File: config.mk
export PLATFORM = sky130hd
export DESIGN_NAME = bept_div
export DESIGN_NICKNAME = d
export VERILOG_FILES = /design/src/beam_element_particle_tracker_unit_assert.svh /design/src/bept_pkg.sv /design/src/bept_div.sv
export SDC_FILE = /design/constraint.sdc
export NUM_CORES = 2
export LEC_CHECK = 0
export BUFFER_PORTS_ARGS = -buffer_cell sky130_fd_sc_hd__buf_2
export CORE_AREA = 5 5 517 647
export DETAILED_ROUTE_END_ITERATION = 10
export DIE_AREA = 0 0 522 652
export PLACE_DENSITY = 0.46
export SYNTH_ARGS = -nofsm -noshare
export SYNTH_HDL_FRONTEND = slang
export SYNTH_SLANG_ARGS = --single-unit
File: constraint.sdc
create_clock -name clk -period 13.3 [get_ports clk]
set_input_delay 2.66 -clock clk [delete_from_list [all_inputs] [get_ports clk]]
set_output_delay 2.66 -clock clk [all_outputs]
set_load 0.01 [all_outputs]
File: src/beam_element_particle_tracker_unit_assert.svh
// ----------------------------------------------------------------------------
// Assertion macros for the particle tracker
// Clocked assertion helpers; they compile to nothing when SYNTHESIS is set.
// ----------------------------------------------------------------------------
`ifndef BEAM_ELEMENT_PARTICLE_TRACKER_UNIT_ASSERT_SVH
`define BEAM_ELEMENT_PARTICLE_TRACKER_UNIT_ASSERT_SVH
`ifndef SYNTHESIS
`define BEPT_ASSERT(lbl, prop, msg) \
	lbl: assert property (@(posedge clk) disable iff (!arst_n) (prop)) else $error(msg);
`define BEPT_ASSERT_IMP(lbl, ante, cons, msg) \
	lbl: assert property (@(posedge clk) disable iff (!arst_n) (ante) |-> (cons)) \
		else $error(msg);
`else
`define BEPT_ASSERT(lbl, prop, msg)
`define BEPT_ASSERT_IMP(lbl, ante, cons, msg)
`endif
`endif

File: src/bept_pkg.sv
// ----------------------------------------------------------------------------
// Particle tracker package
// Shared types, codes and fixed-point helpers of the tracker pipeline.
// ----------------------------------------------------------------------------
package bept_pkg;

	localparam int W = 32;

	// Element kinds.
	localparam logic [1:0] OP_DRIFT = 2'd0;
	localparam logic [1:0] OP_QUAD  = 2'd1;
	localparam logic [1:0] OP_SEXT  = 2'd2;
	localparam logic [1:0] OP_BAD   = 2'd3;

	// Register indexes and the order code that enables second-order terms.
	localparam logic REG_ORDER = 1'b0;
	localparam logic REG_P0    = 1'b1;
	localparam logic [1:0] ORDER_SECOND = 2'd2;
	localparam logic [1:0] ORDER_RESET  = 2'd1;
	localparam logic [31:0] P0_RESET    = 32'd65536;

	// Momentum correction divider: quotient bits and bits per stage.
	localparam int QBITS      = 34;
	localparam int DIV_STEPS  = 2;
	localparam int DIV_STAGES = QBITS / DIV_STEPS;
	localparam logic [QBITS-1:0] Q_CLAMP = 34'h2_0000_0000;

	// Aperture check stages.
	localparam int ELL_STAGES = 4;

	typedef struct packed {
		logic [1:0]          op;
		logic signed [W-1:0] len;
		logic signed [W-1:0] k0;
		logic signed [W-1:0] x;
		logic signed [W-1:0] xa;
		logic signed [W-1:0] y;
		logic signed [W-1:0] ya;
		logic signed [W-1:0] l;
		logic signed [W-1:0] d;
		logic signed [W-1:0] aph;
		logic signed [W-1:0] apv;
		logic signed [W-1:0] nh;
		logic                bad;
		logic                kadd;
	} item_t;

	typedef struct packed {
		logic signed [W-1:0] x;
		logic signed [W-1:0] xa;
		logic signed [W-1:0] y;
		logic signed [W-1:0] ya;
		logic signed [W-1:0] l;
	} coord_t;

	function automatic logic signed [W-1:0] sat32(input logic signed [40:0] v);
		if (v > 41'sd2147483647)
			return 32'sh7FFF_FFFF;
		else if (v < -41'sd2147483648)
			return 32'sh8000_0000;
		else
			return v[W-1:0];
	endfunction

	// Q8.24 product, floored, saturated.
	function automatic logic signed [W-1:0] qmul(input logic signed [W:0] a,
		input logic signed [W-1:0] b);
		logic signed [2*W:0] p;
		p = a * b;
		return sat32($signed(p[2*W:24]));
	endfunction

	function automatic logic [W-1:0] mag32(input logic signed [W-1:0] v);
		return (v < 0) ? W'(-v) : W'(v);
	endfunction

endpackage

File: src/bept_div.sv
// ----------------------------------------------------------------------------
// Momentum correction divider
// Restoring division, two quotient bits per pipeline stage.
// ----------------------------------------------------------------------------
module bept_div import bept_pkg::*; (
	input  logic                  clk,
	input  logic [DIV_STAGES-1:0] en,
	input  logic [W-1:0]          divisor,
	input  logic [W-1:0]          rem_in,
	input  logic [QBITS-1:0]      nq_in,
	input  logic                  ovf_in,
	output logic [QBITS-1:0]      quot,
	output logic                  ovf
);

	logic [W-1:0]     rem_s [DIV_STAGES];
	logic [QBITS-1:0] nq_s  [DIV_STAGES];
	logic             ovf_s [DIV_STAGES];

	for (genvar j = 0; j < DIV_STAGES; j++) begin : g_st
		logic [W-1:0]     r_prev;
		logic [QBITS-1:0] n_prev;
		logic             o_prev;
		logic [W-1:0]     r_next;
		logic [QBITS-1:0] n_next;

		if (j == 0) begin : g_first
			assign r_prev = rem_in;
			assign n_prev = nq_in;
			assign o_prev = ovf_in;
		end else begin : g_next
			assign r_prev = rem_s[j-1];
			assign n_prev = nq_s[j-1];
			assign o_prev = ovf_s[j-1];
		end

		// The numerator bits leave the top of nq while quotient bits enter below.
		always_comb begin
			logic [W:0] t;
			r_next = r_prev;
			n_next = n_prev;
			for (int k = 0; k < DIV_STEPS; k++) begin
				t = {r_next, n_next[QBITS-1]};
				n_next = {n_next[QBITS-2:0], 1'b0};
				if (t >= {1'b0, divisor}) begin
					r_next = W'(t - {1'b0, divisor});
					n_next[0] = 1'b1;
				end else begin
					r_next = t[W-1:0];
				end
			end
		end

		always_ff @(posedge clk) begin
			if (en[j]) begin
				rem_s[j] <= r_next;
				nq_s[j]  <= n_next;
				ovf_s[j] <= o_prev;
			end
		end
	end

	assign quot = nq_s[DIV_STAGES-1];
	assign ovf  = ovf_s[DIV_STAGES-1];

endmodule

## After elaboration in Yosys (flattened, before gate mapping)

Memories as Yosys holds them, arrays and structs flattened.
Index checks and enable logic that the tools add are counted.

- Bits in registers: 0
- Bits in writable memories: 1,139
- Input port bits: 117
- Output and inout port bits: 35
- Word-level logic and storage cells: 173
- Memories kept: 3

- $add $sub $neg: 34
- Order comparisons: 34
- Muxes and demuxes: 102

Memory list:

| name | depth | width | read ports | clocked after memory_dff | write ports | RTL line | source |
|---|---|---|---|---|---|---|---|
| nq_s | 17 | 34 | 17 | 0 | 17 | bept_div.sv:17 | `logic [QBITS-1:0] nq_s [DIV_STAGES];` |
| rem_s | 17 | 32 | 16 | 0 | 17 | bept_div.sv:16 | `logic [W-1:0] rem_s [DIV_STAGES];` |
| ovf_s | 17 | 1 | 17 | 0 | 17 | bept_div.sv:18 | `logic ovf_s [DIV_STAGES];` |

Operator list:

| operator | number |
|---|---|
| greater-or-equal comparator 33 x 32 -> 1 bit | 34 |
| 2-to-1 mux 32 bit | 34 |
| subtractor 32 bit | 34 |
| 2-to-1 mux 1 bit | 68 |

## Depth between registers and ports, before layout

- Word-level depth: 4
- Gate-level depth with buffers: 30
- Depth with buffers taken out: 26

## Least setup slack after synthesis

OpenSTA, ideal clock, no wires.

- Path kind: input-to-reg
- Start point: in divisor[1]
- End point: mem rem_s[11][25] (netlist: rem_s[0][377]), data pin
- Library setup time: 260 ps
- Data arrival time: 10,113 ps
- Required time: 13,040 ps
- Path slack: 2,927 ps
- Stages: 26
- Buffers on the path: 3
- Cell sequence: inv_1 ha_1 a21o_1 a21o_1 a211oi_2 o21ai_1 a311o_1 a21boi_4 o21ai_2 a31o_2 buf_6 mux2_2 ha_1 a21o_1 a21o_1 a21o_1 a21oi_1 o31ai_1 a221o_1 a221oi_2 nor2_1 o2111ai_1 and4bb_1 buf_4 buf_4 mux2_2

RTL lines:

| element | RTL line | source |
|---|---|---|
| start, declared | bept_div.sv:8 | `input logic [W-1:0] divisor,` |
| end, declared | bept_div.sv:16 |  |

==> summary.txt <==
Layout
  • Layout cell share with drive strength beyond 1: 0.128
  • Area growth syn-to-layout: 11.4%
  • Fillers: 33446
  • Non-filler cells, final: 14654
  • Final nets: 11395

Logic synthesis
  • Netlist cell types: 117
  • YS warnings: 0
  • Post-synthesis cell count: 9940
  • Top_reg_cell synth: edfxtp_1
  • Number of flops mapped to enable cells by yosys: 1107
  • Syn avg cell area: 9.83 µm²
  • Synth Cell Area: 97700 µm²
  • Synthesized net count: 11178
  • Yosys top cell by area: edfxtp_1
  • Async set-reset flop share out of synthesis: 0
  • Synth top area share: 0.340
  • Top post-synthesis cells by area: edfxtp_1 34%, ha_1 14%, mux2_2 6.4%
  • Register area share after synthesis: 0.340
  • #FFs+latches synth: 1107

Drt
  • Detail Route Antenna Nets: 0
  • DRT Wirelength: 351000 µm
  • WL/cell: 23.9 µm
  • Total iterations of the first detailed-routing run: 8
  • Vias per cell: 5.45
  • DR DRC count: 0
  • Vias: 79871
  • Iteration-0 DRC Markers: 5175

STA
  • Final hold vios: 0
  • Final period util: 0.783
  • Post-route minimum period: 10410 ps
  • Slew HR: 0.193
  • Endpoints failing setup: 0
  • Worst slew pin tran: 1180 ps
  • Slew Limit Fails: 0
  • Worst Skew: 72.0 ps
  • Sum Neg Setup Slack: 0 ps
  • Unrepaired setup endpoints after global routing: false
  • Peak Freq: 0.0961 GHz
  • WHS: 349 ps

Clock network
  • Max Root-Sink Buffers: 4
  • Clk_lat worst skew: 860 ps
  • H-tree depth: 4
  • Hold_buf cts: 0
  • CTS Buf Count: 147
  • Clock transition at the registers of the reported paths: 60 ps
  • CTS tree: yes
  • Post-CTS Setup Bufs: 0
  • CTS sink cnt: 1107
  • CTS root buffer: clkbuf_16
  • Post-CTS sizing: 0

Global route
  • Largest net degree at the start of global routing: 68
  • Grt ovf: 0
  • First-pass GRT wire length: 515000 µm
  • Total track usage: 0.199
  • Vias in the first global route: 80196
  • Initial antenna violation count: 17

Floorplanning
  • Die H: 652 µm
  • Row count: 235
  • # IOs: 152
  • Initial Util: 0.299
  • Die X-Extent: 522 µm
  • Core ar.: 327000 µm²
  • Die area: 340000 µm²

Critical path
  • Worst Path Required: 13870 ps
  • CP endpoint kind: flop
  • Startpoint types: primary input
  • Arrival time of the worst setup path: 10980 ps
  • Launch point of the worst path: divisor[6]
  • WS Path Type: in -> reg
  • Reg2Reg Launch Point: rem_s[0][289]$_DFFE_PP_
  • Worst-path fanout max: 33

Job
  • Number of max-capacitance violations reported: 0

Min path
  • Hold crit path type: reg -> reg
  • Min-delay src: nq_s[0][210]$_DFFE_PP_

Place
  • Gp weighted congestion: 0.912
  • I/O Buffers: 151
  • Placed instance count: 14392
  • DP Wirelength: 271000 µm

Run status
  • Outcome: complete, no violations
## per-stage QoR
stage	util	cell area, µm²	worst slack, ps
2_1_floorplan	-	97700	2930
3_3_place_gp	0.319	104000	2080
3_5_place_dp	0.319	104000	2020
4_1_cts	0.333	109000	2900
5_1_grt	0.333	109000	2510
6_report	0.333	109000	2890
## critical path: stages
cell	delay [ps]
buf_2	90
clkinv_2	520
buf_4	510
ha_1	320
or3_1	400
o221ai_1	250
a21oi_1	170
o22ai_2	300
a2bb2oi_2	200
a41oi_1	360
o211a_1	690
buf_4	430
mux2_2	410
ha_1	340
nand3_1	250
o21bai_1	160
o211ai_1	150
a221o_1	430
a41oi_2	310
o21ai_1	170
a311oi_2	460
o21a_1	200
o211a_1	160
o211a_1	130
buf_4	400
mux2_2	400
## area by class of cell
| cell class | instances | area [µm²] | share of cell area |
|---|---|---|---|
| Timing Repair Buffer | 287 | 1920 | 0.0176 |
| Clock buffer | 166 | 3880 | 0.0356 |
| Inverter | 365 | 1410 | 0.0130 |
| Antenna cell | 10 | 25.0 | 0.000230 |
| Multi-Input combinational cell | 8249 | 62100 | 0.570 |
| Tap cell | 4384 | 5490 | 0.0504 |
| Sequential cell | 1107 | 33200 | 0.305 |
| Clock inverter | 86 | 825 | 0.00757 |
## cell usage in the layout (no fill, tap or decap), types with 42 or more instances in the layout
master	synthesis	layout
buf_2	69	134
nor3_1	139	138
mux2_4	57	57
mux2i_1	49	49
and3_1	98	98
o21bai_1	134	134
a211oi_1	71	71
nand4_1	165	165
inv_1	362	331
nand3_1	237	236
ha_1	1088	1088
nand2_1	612	612
a21oi_1	1000	999
o21ai_1	44	42
a21o_1	571	571
clkbuf_16	0	153
o21a_1	145	145
buf_4	17	145
o21ai_0	566	565
xnor2_1	586	586
and2_1	47	47
nor2b_1	122	121
nor2_1	604	604
nand2b_1	98	98
clkinv_2	0	48
o211ai_1	47	47
a31oi_1	113	113
or2_2	54	54
mux2_2	557	557
edfxtp_1	1107	1107
o31ai_1	67	67
nor4_1	46	46
xor2_1	281	281
or3_1	59	59
## cell families after synthesis
logic type / synth area share
adders and majority gates: 0.146
AOI/OAI and AO/OA: 0.210
muxes: 0.0810
buffers and inverters: 0.0256
DFF: 0.340
and+or+nand+nor: 0.119
xor gates and xnor gates: 0.0777
## worst paths after layout
check / endpoint / slack (ps) / depth (start not counted)
worst min-delay path: nq_s[0][246]$_DFFE_PP_ / 350 / 0
worst max register to register: rem_s[0][326]$_DFFE_PP_ / 5210 / 24
worst max-delay path: rem_s[0][449]$_DFFE_PP_ / 2890 / 26
worst min register to register: nq_s[0][246]$_DFFE_PP_ / 350 / 0
## cells in the mapped netlist (29+ instances only)
library cell / n
o21bai_1: 134
a31o_2: 32
and2_1: 47
nand2_1: 612
o21a_1: 145
mux2_2: 557
clkbuf_1: 105
o211ai_1: 47
nand2b_1: 98
a211o_1: 31
or2_2: 54
buf_2: 69
a21o_1: 571
a31oi_1: 113
a211oi_1: 71
edfxtp_1: 1107
nor2b_1: 122
o21ai_0: 566
a21oi_1: 1000
mux2_4: 57
ha_1: 1088
o21ai_1: 44
fa_1: 33
nor2_1: 604
nor3_1: 139
nand4_1: 165
nand3_1: 237
o31a_1: 29
o31ai_1: 67
inv_1: 362
or3_1: 59
xnor2_1: 586
a21boi_0: 34
nor4_1: 46
xor2_1: 281
mux2i_1: 49
and3_1: 98
## flip-flops by register name (all words and copies together) (netlist names)
signal and cells:
nq_s 578, ovf_s 17, rem_s 512
## routing by layer
| metal | vias to the layer above | GRT usage | wire [µm] |
|---|---|---|---|
| met4 | 0 | 0.103 | 21300 |
| met2 | 1852 | 0.364 | 177000 |
| met3 | 672 | 0.0203 | 11600 |
| li1 | 38386 | - | - |
| met1 | 38961 | 0.227 | 141000 |
| met5 | - | 0 | 0 |
Power is not shown: default switching activity piles up to over one toggle a cycle in this logic, so the estimate is an artifact.
